==> config.mk <==
export PLATFORM = sky130hd
export DESIGN_NAME = resource_ownership_lock_table_core
export DESIGN_NICKNAME = d
export VERILOG_FILES = /design/src/rolt_pkg.sv /design/src/resource_ownership_lock_table_core.sv /design/src/rolt_find_free.sv
export SDC_FILE = /design/constraint.sdc
export NUM_CORES = 2
export LEC_CHECK = 0
export BUFFER_PORTS_ARGS = -buffer_cell sky130_fd_sc_hd__buf_2
export CAP_MARGIN = 20
export CORE_ASPECT_RATIO = 1.5
export CORE_UTILIZATION = 60
export CTS_BUF_LIST = sky130_fd_sc_hd__clkbuf_4
export CTS_CLUSTER_SIZE = 30
export DETAILED_ROUTE_END_ITERATION = 16
export HOLD_SLACK_MARGIN = 0.03
export PLACE_DENSITY = 0.76
export SLEW_MARGIN = 10
export SYNTH_ARGS = -nofsm -noshare
export SYNTH_HDL_FRONTEND = slang
export SYNTH_HIERARCHICAL = 1
export SYNTH_SLANG_ARGS = --single-unit
==> constraint.sdc <==
create_clock -name clock -period 4.8 [get_ports clock]
set_input_delay 0.96 -clock clock [delete_from_list [all_inputs] [get_ports clock]]
set_output_delay 0.96 -clock clock [all_outputs]
set_load 0.01 [all_outputs]
==> src/rolt_pkg.sv <==
// rolt_pkg: shared types and codes for the resource ownership lock table
// depends on nothing; used by rolt_find_free and the core top level
package rolt_pkg;

   localparam int MAX_UNITS      = 64;
   localparam int UNIT_BITS      = 6;
   localparam int CLASS_BITS     = 3;
   localparam int INST_PORT_BITS = 8;
   localparam int OP_BITS        = 2;
   localparam int STATUS_BITS    = 3;

   // operation codes
   localparam logic [OP_BITS-1:0] OP_LOCK     = 2'd0;
   localparam logic [OP_BITS-1:0] OP_LOCK_ANY = 2'd1;
   localparam logic [OP_BITS-1:0] OP_UNLOCK   = 2'd2;
   localparam logic [OP_BITS-1:0] OP_RESERVED = 2'd3;

   // result status codes
   localparam logic [STATUS_BITS-1:0] STATUS_GRANTED   = 3'd0;
   localparam logic [STATUS_BITS-1:0] STATUS_OTHER     = 3'd1;
   localparam logic [STATUS_BITS-1:0] STATUS_NONE_FREE = 3'd2;
   localparam logic [STATUS_BITS-1:0] STATUS_BAD       = 3'd3;
   localparam logic [STATUS_BITS-1:0] STATUS_UNLOCKED  = 3'd4;

   // pool selector
   localparam logic POOL_PINS   = 1'b0;
   localparam logic POOL_TIMERS = 1'b1;

   typedef enum logic [1:0] {
      ST_IDLE = 2'b01,
      ST_EXEC = 2'b10
   } state_type;

   // lowest free unit search result
   typedef struct packed {
      logic                 found;
      logic [UNIT_BITS-1:0] unit;
   } find_result_type;

endpackage

==> src/resource_ownership_lock_table_core.sv <==
// a transaction accepted at one edge reads the holder memory and enters the execute
// state; the decision is registered into the response (rsp_strobe), which is held
// for exactly one cycle; no new transaction is accepted until the read-modify-write
// execute cycle is done; busy is high during the execute cycle
// reset: synchronous; all taken flags clear at once (timer 0 held by system, instance 0),
// no clearing pass; results cannot be stalled by the receiver
module resource_ownership_lock_table_core
   import rolt_pkg::*;
#(
   parameter int PIN_COUNT     = 64,
   parameter int TIMER_COUNT   = 9,
   parameter int INSTANCE_BITS = 8
)
(
   input  logic                      clock,
   input  logic                      reset,

   // request channel
   input  logic                      start,
   output logic                      busy,
   input  logic [OP_BITS-1:0]        req_operation,
   input  logic                      req_pool,
   input  logic [UNIT_BITS-1:0]      req_unit_index,
   input  logic [CLASS_BITS-1:0]     req_requester_class,
   input  logic [INST_PORT_BITS-1:0] req_requester_instance,

   // response channel
   output logic                      rsp_strobe,
   output logic [STATUS_BITS-1:0]    rsp_status,
   output logic                      rsp_granted,
   output logic [UNIT_BITS-1:0]      rsp_chosen_unit,
   output logic [CLASS_BITS-1:0]     rsp_holder_class,
   output logic [INST_PORT_BITS-1:0] rsp_holder_instance
);

   // only the low instance bits are kept, and never more than the port carries
   localparam int INST_KEEP = (INSTANCE_BITS < INST_PORT_BITS) ? INSTANCE_BITS
                                                               : INST_PORT_BITS;
   localparam int HOLD_BITS = CLASS_BITS + INST_KEEP;
   localparam int ADDR_BITS = UNIT_BITS + 1;
   localparam int MEM_DEPTH = 2 * MAX_UNITS;

   // units that exist in each pool
   localparam logic [MAX_UNITS-1:0] PIN_MASK   = {MAX_UNITS{1'b1}} >> (MAX_UNITS - PIN_COUNT);
   localparam logic [MAX_UNITS-1:0] TIMER_MASK = {MAX_UNITS{1'b1}} >> (MAX_UNITS - TIMER_COUNT);
   localparam logic [UNIT_BITS:0]   PIN_LIMIT   = (UNIT_BITS + 1)'(PIN_COUNT);
   localparam logic [UNIT_BITS:0]   TIMER_LIMIT = (UNIT_BITS + 1)'(TIMER_COUNT);

   // control state
   state_type              state_ff, state_in;
   logic [MAX_UNITS-1:0]   pin_taken_ff, pin_taken_in;
   logic [MAX_UNITS-1:0]   timer_taken_ff, timer_taken_in;
   logic                   t0_written_ff, t0_written_in;
   logic                   rsp_strobe_ff, rsp_strobe_in;

   // captured transaction
   logic [OP_BITS-1:0]        op_ff;
   logic                      pool_ff;
   logic [UNIT_BITS-1:0]      unit_ff;
   logic [CLASS_BITS-1:0]     cls_ff;
   logic [INST_PORT_BITS-1:0] inst_ff;
   find_result_type           find_ff;
   logic                      rd_t0_ff;

   // response payload
   logic [STATUS_BITS-1:0]    status_ff, status_in;
   logic                      granted_ff, granted_in;
   logic [UNIT_BITS-1:0]      chosen_ff, chosen_in;
   logic [HOLD_BITS-1:0]      holder_ff, holder_in;

   // holder memory, addressed by {pool, unit}
   logic [HOLD_BITS-1:0]      holder_mem [MEM_DEPTH];
   logic [HOLD_BITS-1:0]      rd_data_ff;
   logic                      mem_we;
   logic [ADDR_BITS-1:0]      mem_waddr;

   logic                      accept;
   logic [MAX_UNITS-1:0]      free_vec;
   find_result_type           find_result;
   logic [HOLD_BITS-1:0]      req_holder;
   logic [HOLD_BITS-1:0]      rd_holder;
   logic                      unit_ok;
   logic                      taken_bit;

   assign accept = start && (state_ff == ST_IDLE);
   assign busy   = (state_ff == ST_EXEC);

   // free units of the requested pool, searched at accept time
   assign free_vec = (req_pool == POOL_TIMERS) ? (~timer_taken_ff & TIMER_MASK)
                                               : (~pin_taken_ff & PIN_MASK);

   rolt_find_free u_find_free (
      .free_vec (free_vec),
      .result   (find_result)
   );

   // memory: read at accept, write back during the execute cycle
   always_ff @(posedge clock) begin
      if (mem_we) begin
         holder_mem[mem_waddr] <= req_holder;
      end
      if (accept) begin
         rd_data_ff <= holder_mem[{req_pool, req_unit_index}];
      end
   end

   // transaction capture
   always_ff @(posedge clock) begin
      if (accept) begin
         op_ff    <= req_operation;
         pool_ff  <= req_pool;
         unit_ff  <= req_unit_index;
         cls_ff   <= req_requester_class;
         inst_ff  <= req_requester_instance;
         find_ff  <= find_result;
         // timer 0 holder reads its reset value until first written
         rd_t0_ff <= (req_pool == POOL_TIMERS) && (req_unit_index == '0) && !t0_written_ff;
      end
   end

   assign req_holder = {cls_ff, inst_ff[INST_KEEP-1:0]};
   assign rd_holder  = rd_t0_ff ? '0 : rd_data_ff;
   assign unit_ok    = {1'b0, unit_ff} < ((pool_ff == POOL_TIMERS) ? TIMER_LIMIT : PIN_LIMIT);
   assign taken_bit  = (pool_ff == POOL_TIMERS) ? timer_taken_ff[unit_ff]
                                                : pin_taken_ff[unit_ff];

   // execute cycle: decide, update taken flags, write the holder back
   always_comb begin
      state_in       = state_ff;
      pin_taken_in   = pin_taken_ff;
      timer_taken_in = timer_taken_ff;
      t0_written_in  = t0_written_ff;
      rsp_strobe_in  = 1'b0;
      status_in      = status_ff;
      granted_in     = granted_ff;
      chosen_in      = chosen_ff;
      holder_in      = holder_ff;
      mem_we         = 1'b0;
      mem_waddr      = {pool_ff, unit_ff};

      case (state_ff)
         ST_IDLE: begin
            if (accept) begin
               state_in = ST_EXEC;
            end
         end
         ST_EXEC: begin
            state_in      = ST_IDLE;
            rsp_strobe_in = 1'b1;
            status_in     = STATUS_BAD;
            granted_in    = 1'b0;
            chosen_in     = unit_ff;
            holder_in     = '0;
            case (op_ff)
               OP_LOCK_ANY: begin
                  if (find_ff.found) begin
                     status_in  = STATUS_GRANTED;
                     granted_in = 1'b1;
                     chosen_in  = find_ff.unit;
                     holder_in  = req_holder;
                     mem_we     = 1'b1;
                     mem_waddr  = {pool_ff, find_ff.unit};
                     if (pool_ff == POOL_TIMERS) begin
                        timer_taken_in[find_ff.unit] = 1'b1;
                     end else begin
                        pin_taken_in[find_ff.unit] = 1'b1;
                     end
                  end else begin
                     status_in = STATUS_NONE_FREE;
                     chosen_in = '0;
                  end
               end
               OP_LOCK: begin
                  if (unit_ok) begin
                     if (!taken_bit) begin
                        // free unit: requester becomes the holder
                        status_in  = STATUS_GRANTED;
                        granted_in = 1'b1;
                        holder_in  = req_holder;
                        mem_we     = 1'b1;
                        if (pool_ff == POOL_TIMERS) begin
                           timer_taken_in[unit_ff] = 1'b1;
                        end else begin
                           pin_taken_in[unit_ff] = 1'b1;
                        end
                     end else if (rd_holder == req_holder) begin
                        // already ours
                        status_in  = STATUS_GRANTED;
                        granted_in = 1'b1;
                        holder_in  = req_holder;
                     end else begin
                        status_in = STATUS_OTHER;
                        holder_in = rd_holder;
                     end
                  end
               end
               OP_UNLOCK: begin
                  if (unit_ok) begin
                     status_in = STATUS_UNLOCKED;
                     if (pool_ff == POOL_TIMERS) begin
                        timer_taken_in[unit_ff] = 1'b0;
                     end else begin
                        pin_taken_in[unit_ff] = 1'b0;
                     end
                  end
               end
               default: begin
                  status_in = STATUS_BAD;
               end
            endcase
            if (mem_we && (mem_waddr == {POOL_TIMERS, UNIT_BITS'(0)})) begin
               t0_written_in = 1'b1;
            end
         end
         default: begin
            state_in = ST_IDLE;
         end
      endcase
   end

   // control registers
   always_ff @(posedge clock) begin
      if (reset) begin
         state_ff       <= ST_IDLE;
         pin_taken_ff   <= '0;
         timer_taken_ff <= MAX_UNITS'(1);
         t0_written_ff  <= 1'b0;
         rsp_strobe_ff  <= 1'b0;
      end else begin
         state_ff       <= state_in;
         pin_taken_ff   <= pin_taken_in;
         timer_taken_ff <= timer_taken_in;
         t0_written_ff  <= t0_written_in;
         rsp_strobe_ff  <= rsp_strobe_in;
      end
   end

   // response payload registers
   always_ff @(posedge clock) begin
      status_ff  <= status_in;
      granted_ff <= granted_in;
      chosen_ff  <= chosen_in;
      holder_ff  <= holder_in;
   end

   assign rsp_strobe          = rsp_strobe_ff;
   assign rsp_status          = status_ff;
   assign rsp_granted         = granted_ff;
   assign rsp_chosen_unit     = chosen_ff;
   assign rsp_holder_class    = holder_ff[HOLD_BITS-1:INST_KEEP];
   assign rsp_holder_instance = INST_PORT_BITS'(holder_ff[INST_KEEP-1:0]);

`ifndef SYNTHESIS
   // every accepted transaction moves into the execute cycle
   a_accept_exec: assert property (@(posedge clock) disable iff (reset)
      (start && !busy) |=> busy)
      else $error("accepted transaction did not enter execute");

   // a response only follows an execute cycle
   a_rsp_after_exec: assert property (@(posedge clock) disable iff (reset)
      rsp_strobe |-> $past(busy))
      else $error("response strobe without execute cycle");

   // granted responses always carry the granted status
   a_granted_status: assert property (@(posedge clock) disable iff (reset)
      (rsp_strobe && rsp_granted) |-> (rsp_status == STATUS_GRANTED))
      else $error("granted flag with wrong status");
`endif

endmodule

==> src/rolt_find_free.sv <==
// rolt_find_free: priority encoder that picks the lowest free unit of a pool
// depends on rolt_pkg for the result struct and unit width
module rolt_find_free
   import rolt_pkg::*;
(
   input  logic [MAX_UNITS-1:0] free_vec,
   output find_result_type      result
);

   always_comb begin
      result.found = 1'b0;
      result.unit  = '0;
      // scan from the top so the lowest free unit wins
      for (int i = MAX_UNITS - 1; i >= 0; i--) begin
         if (free_vec[i]) begin
            result.found = 1'b1;
            result.unit  = UNIT_BITS'(i);
         end
      end
   end

endmodule

* After elaboration in Yosys (flattened, before gate mapping) *
Memory sizes are Yosys's and may differ from the RTL's. A register that Yosys moved wholly into a read port is not among the register bits.
Cells that the tools add are included.

cells by class
  order comparisons = 5
  bitwise logic cells = 10
  reductions and logical operators = 20
  multiplexer cells = 121
  equality and inequality tests = 16

operator list
  operator              number
  $mux W64              15
  $pmux W64 S3          2
  $or A64 B64 Y64       4
  $mux W6               35
  $and A64 B64 Y64      2
  $not A64 Y64          2
  $mux W5               16
  $reduce_or A63 Y1     1
  $mux W11              5
  $mux W4               8
  $reduce_or A32 Y1     1
  $mux W7               4
  $pmux W11 S2          1
  $ne A2 B2 Y1 const B  10
  $mux W1               19
  $reduce_and A9 Y1     2
  $reduce_or A16 Y1     1
  $mux W3               5
  $lt A6 B7 Y1 const B  2
  $bmux W1 S6           2
  $demux W1 S6          2
  $ge A6 B1 Y1 const B  2
  $eq A11 B11 Y1        1
  $not A9 Y9            1
  17 further kinds      29

storage, ports and cells
  register bits = 181
  memories kept = 1
  RAM bits = 1408

memories
  name        words  bits a word  read ports  clocked after Yosys merged registers in  wr ports  RTL line                                  source
  holder_mem  128    11           1           1                                        1         resource_ownership_lock_table_core.sv:72  logic [HOLD_BITS-1:0] holder_mem [MEM_DEPTH];

* Logic depth before layout (Yosys ltp) *
  depth after elaboration = 65
  mapped depth = 13
  depth with buffers taken out = 8

* Modules after synthesis *
The synthesis kept the hierarchy.

modules (own cells, without submodules)
  module                              area an instance (µm²)  times used  seq. area each (µm²)  cells an instance
  resource_ownership_lock_table_core  64230.4                 1           46724.8               3360
  rolt_find_free                      833.3                   1           0.0                   150

* Least setup slack after synthesis *
Ideal clock, no wire load.

  path type = input to register
  start point = input port req_unit_index[0]
  end point = register rd_data_ff[0] (read register of holder_mem), data pin
  arrival time = 3.846 ns
  path buffers = 3
  path slack = 0.694 ns
  stages on the path = 7
  setup time = 0.260 ns
  required time = 4.540 ns
  cell sequence = clkbuf_1 > clkbuf_1 > buf_1 > mux4_2 > mux4_2 > mux4_2 > mux2_2

RTL lines
  item         RTL line                                  source
  from (decl)  resource_ownership_lock_table_core.sv:23  input logic [UNIT_BITS-1:0] req_unit_index,
  to (decl)    resource_ownership_lock_table_core.sv:73  logic [HOLD_BITS-1:0] rd_data_ff;

* Worst setup path in the final report *
  start point = register unit_ff[2]
  end point = memory holder_mem[119][1] in the netlist's numbering, enable pin

on the way
  word-level cells in the longest chain between the ends = 10
  elaborated cells on any way between the ends = 17
  those cells by class = 1 x order compare; 16 x mux

ends and longest elaborated chain
  item                                   RTL line                                                                              source
  from (decl)                            resource_ownership_lock_table_core.sv:59                                              logic [UNIT_BITS-1:0] unit_ff;
  from (signal assigned)                 resource_ownership_lock_table_core.sv:112                                             unit_ff <= req_unit_index;
  $bmux W1 S6, on equally long branches  resource_ownership_lock_table_core.sv:125, resource_ownership_lock_table_core.sv:124
  $mux W1, on equally long branches      resource_ownership_lock_table_core.sv:125, resource_ownership_lock_table_core.sv:124
  $mux W1                                resource_ownership_lock_table_core.sv:124                                             assign taken_bit = (pool_ff == POOL_TIMERS) ? timer_taken_ff[unit_ff]
  $mux W1                                resource_ownership_lock_table_core.sv:175                                             if (!taken_bit) begin
  $mux W1                                resource_ownership_lock_table_core.sv:174                                             if (unit_ok) begin
  $pmux W1 S2                            resource_ownership_lock_table_core.sv:154                                             case (op_ff)
  $mux W1 (2 in series)                  resource_ownership_lock_table_core.sv:141                                             case (state_ff)
  $mux W1                                resource_ownership_lock_table_core.sv:99                                              if (mem_we) begin
  $mux W1 (not written as such)          resource_ownership_lock_table_core.sv:100                                             holder_mem[mem_waddr] <= req_holder;
  to (decl)                              resource_ownership_lock_table_core.sv:72

Several ways; a longest one is shown, not always the timed one. The select of a mux whose other input is x is not followed.

==> metrics.csv <==
stage,metric,value,unit
logic_synthesis,count of cell types in the netlist,69,
setup_path,CP Capture Type,flop,
logic_synthesis,Synth area leader,edfxtp_1,
sta,Pins Over Slew Limit,0,
setup_path,startpoint types,flop,
route,Antenna Nets Post-Route,0,
logic_synthesis,Synth top area share,0.678,
power_and_ir_drop,maximum vdd drop,0.000227,V
logic_synthesis,asr flop ratio synth,0,
logic_synthesis,most frequent cells after synthesis,"edfxtp_1 (1468), mux4_2 (476), nand2_1 (191)",
cts,post-CTS sizing,0,
floorplanning,initial core utilization,0.607,
sta,fmax,0.225,GHz
run,max-cap viol count,0,
final_layout,nets,4056,
logic_synthesis,syn nets,3534,
global_routing,antenna violations before repair,3,
final_layout,design area,74100,µm²
cts,CTS Root Buffer Type,clkbuf_4,
setup_path,"slowest stage delay, CP",0.80,ns
route,DR vias,38300,
setup_path,Crit path required time,5.75,ns
placed_design,placed insts,5056,
global_routing,vias in the first global route,39300,
sta,clk_skew,0.0831,ns
setup_path,worst-path fanout max,18,
outcome,status,"finished, final reports clean",
sta,slew of the pin with the lowest slew margin,1.34,ns
power_and_ir_drop,Lkg Pwr,0.0237,µW
setup_path,CP arrival,5.40,ns
cts,clock transition at the registers of the reported paths,0.07,ns
setup_path,CP max-delay cell,o41ai_1,
power_and_ir_drop,Clk network pwr share,0.380,
logic_synthesis,Area contributors post-synth,"edfxtp_1 (68%), mux4_2 (16%), dfxtp_1 (4.1%)",
cts,cts hold-fix bufs,15,
power_and_ir_drop,P_sw,6250,µW
route,DRC viols,0,
setup_path,CP dominant cell by count,buf_4,
floorplanning,Die Wd,271,µm
final_layout,Syn-to-layout area delta,14.0,%
placed_design,port buffer count,45,
final_layout,layout cells sized above 1,0.335,
logic_synthesis,post-synthesis cell count,3510,
logic_synthesis,"EDFF count, synth",1468,
cts,CTS tree,built,
logic_synthesis,Synth Flop Type,edfxtp_1,
logic_synthesis,Yosys warnings,6,
final_layout,Post-Layout Cell Count,5705,
cts,clock sinks,1600,
cts,# H-tree levels,5,
setup_path,Setup Crit Path Kind,reg2reg,
sta,shortest period the worst path allows,4.45,ns
final_layout,fillers,6645,
floorplanning,io pins,46,
min_path,Hold Path Class,in2reg,
power_and_ir_drop,Int Pwr,21200,µW
placed_design,gp weighted congestion,1.00,
placed_design,Post-DP Area,69400,µm²
sta,Sum Neg Setup Slack,0,ns
logic_synthesis,register area share after synthesis,0.718,
sta,RSZ-0062 raised after global routing,false,
sta,Final setup viols,0,
cts,Clock Path Buffers,4,
route,Avg Vias per Cell,6.71,
logic_synthesis,"count leader, synth",edfxtp_1,
sta,final worst path period share,0.926,
power_and_ir_drop,PwrDens,370,nW/µm²
route,Pre-Repair DR Iteration Count,7,
setup_path,crit-path cells,buf_4 > nand3b_1 > a21oi_1 > o41ai_1 > nand4_1 > nor4_4 > buf_4 > o211ai_1 > buf_4 > a21oi_1 > buf_12,
logic_synthesis,Mapped Avg Cell Area,18.5,µm²
route,detailed router's first-iteration violation count,4667,
cts,Setup Buffers After CTS,0,
global_routing,grt ovf,0,
logic_synthesis,Mapped Area,65100,µm²
floorplanning,chip height,405,µm
sta,Final Hold Fails,0,
global_routing,first-pass GRT wire length,261000,µm
placed_design,hpwl dp,117000,µm
global_routing,GR Util All Layers,0.336,
floorplanning,row count,147,
floorplanning,core area,107000,µm²
cts,CTS buffer count,370,
route,mean routed wirelength per cell,31.9,µm
route,Post-Route WL,182000,µm
power_and_ir_drop,combinational cell fraction of total power,0.061,
floorplanning,die area,110000,µm²
global_routing,largest net degree at the start of global routing,111,
sta,relative slew slack,0.104,
power_and_ir_drop,Seq pwr share,0.559,
power_and_ir_drop,Sw Ratio,0.228,
cts,"Clk Latency, worst-skew pair",1.29,ns
logic_synthesis,synthesis-stage register bit count,1600,
==> through the flow <==
stage	util	total power (µW)	setup WS, ns	hold WS (ns)
6_report	0.691	27500	0.354	0.394
3_3_place_gp	0.647	17200	0.489	0.447
3_5_place_dp	0.647	17300	0.383	0.458
5_1_grt	0.691	28300	0.176	0.293
2_1_floorplan	-	16600	0.694	0.431
4_1_cts	0.690	27600	0.388	0.262
==> critical path: cells and delay by family (launching register included) <==
kind	cells	cell delay [ns]
AOI/OAI and AO/OA	4	1.39
DFF	1	0.79
and+or+nand+nor	3	0.88
buffers and inverters	4	1.06
==> routing by layer <==
metal / GRT usage / part of all wire / vias to the layer above
li1: - / - / 15700
met1: 0.403 / 0.33 / 19400
met2: 0.564 / 0.51 / 2590
met3: 0.0750 / 0.099 / 570
met4: 0.194 / 0.060 / 0
met5: 0 / 0 / -
==> flip-flops by register name, indices dropped and copies added (netlist names), 2 cells and up <==
signal and cells:
cls_ff 3, find_ff 7, holder_ff 11, holder_mem 1408
inst_ff 8, op_ff 2, pin_taken_ff 64, rd_data_ff 11
rsp_chosen_unit 6, rsp_status 3, state_ff 2, timer_taken_ff 64
unit_ff 6
==> placed cells by master, fill, tap and decap left out, drive strengths merged, types with 11 or more instances in the layout <==
cell	instances
nand4	20
nor4	21
o21ai	86
clkinv	77
edfxtp	1468
nand3b	62
dlygate4sd3	15
o32ai	12
mux4	476
nand2	191
and2	11
nor3	24
nor2	176
o22ai	91
nand3	36
a31oi	25
o2bb2ai	22
clkbuf	542
inv	54
dfxtp	132
nor2b	27
mux2	18
buf	357
nand2b	18
mux2i	26
a21oi	167
==> logic make-up after synthesis <==
family | Yosys count | share of synthesized area
xor gates and xnor gates | 6 | 0.000808
adders and majority gates | 1 | 0.000192
and+or+nand+nor | 630 | 0.0480
buffers and inverters | 276 | 0.0163
AOI/OAI and AO/OA | 477 | 0.0447
DFF | 1600 | 0.718
muxes | 520 | 0.172
==> final timing paths <==
kind	from	endpoint	slack [ns]	cells past startpoint
min reg2reg	timer_taken_ff[63]	timer_taken_ff[63]	0.47	2
min	req_unit_index[5]	unit_ff[5]	0.39	1
max reg2reg	unit_ff[2]	holder_mem[119][1]	0.35	11
max	unit_ff[2]	holder_mem[119][1]	0.35	11
==> power by group through the flow <==
stage	clock, µW	sequential (µW)	combinational, µW
after floorplan	0	15700	898
after global placement	0	15600	1580
after detailed placement	0	15600	1620
after CTS	10600	15300	1640
after global routing	11200	15300	1730
final	10400	15300	1670
==> area by class of cell <==
type	count	area, µm²	area share
flip-flops and latches	1600	46700	0.630
inverters	54	203	0.00273
diodes	8	20.0	0.000270
repair buffers	372	3630	0.0490
multi-input cells	1634	17300	0.234
well taps	1415	1770	0.0239
clock buffers	542	4070	0.0549
clock inverters	80	397	0.00535
Power figures use the tool's default switching activity.
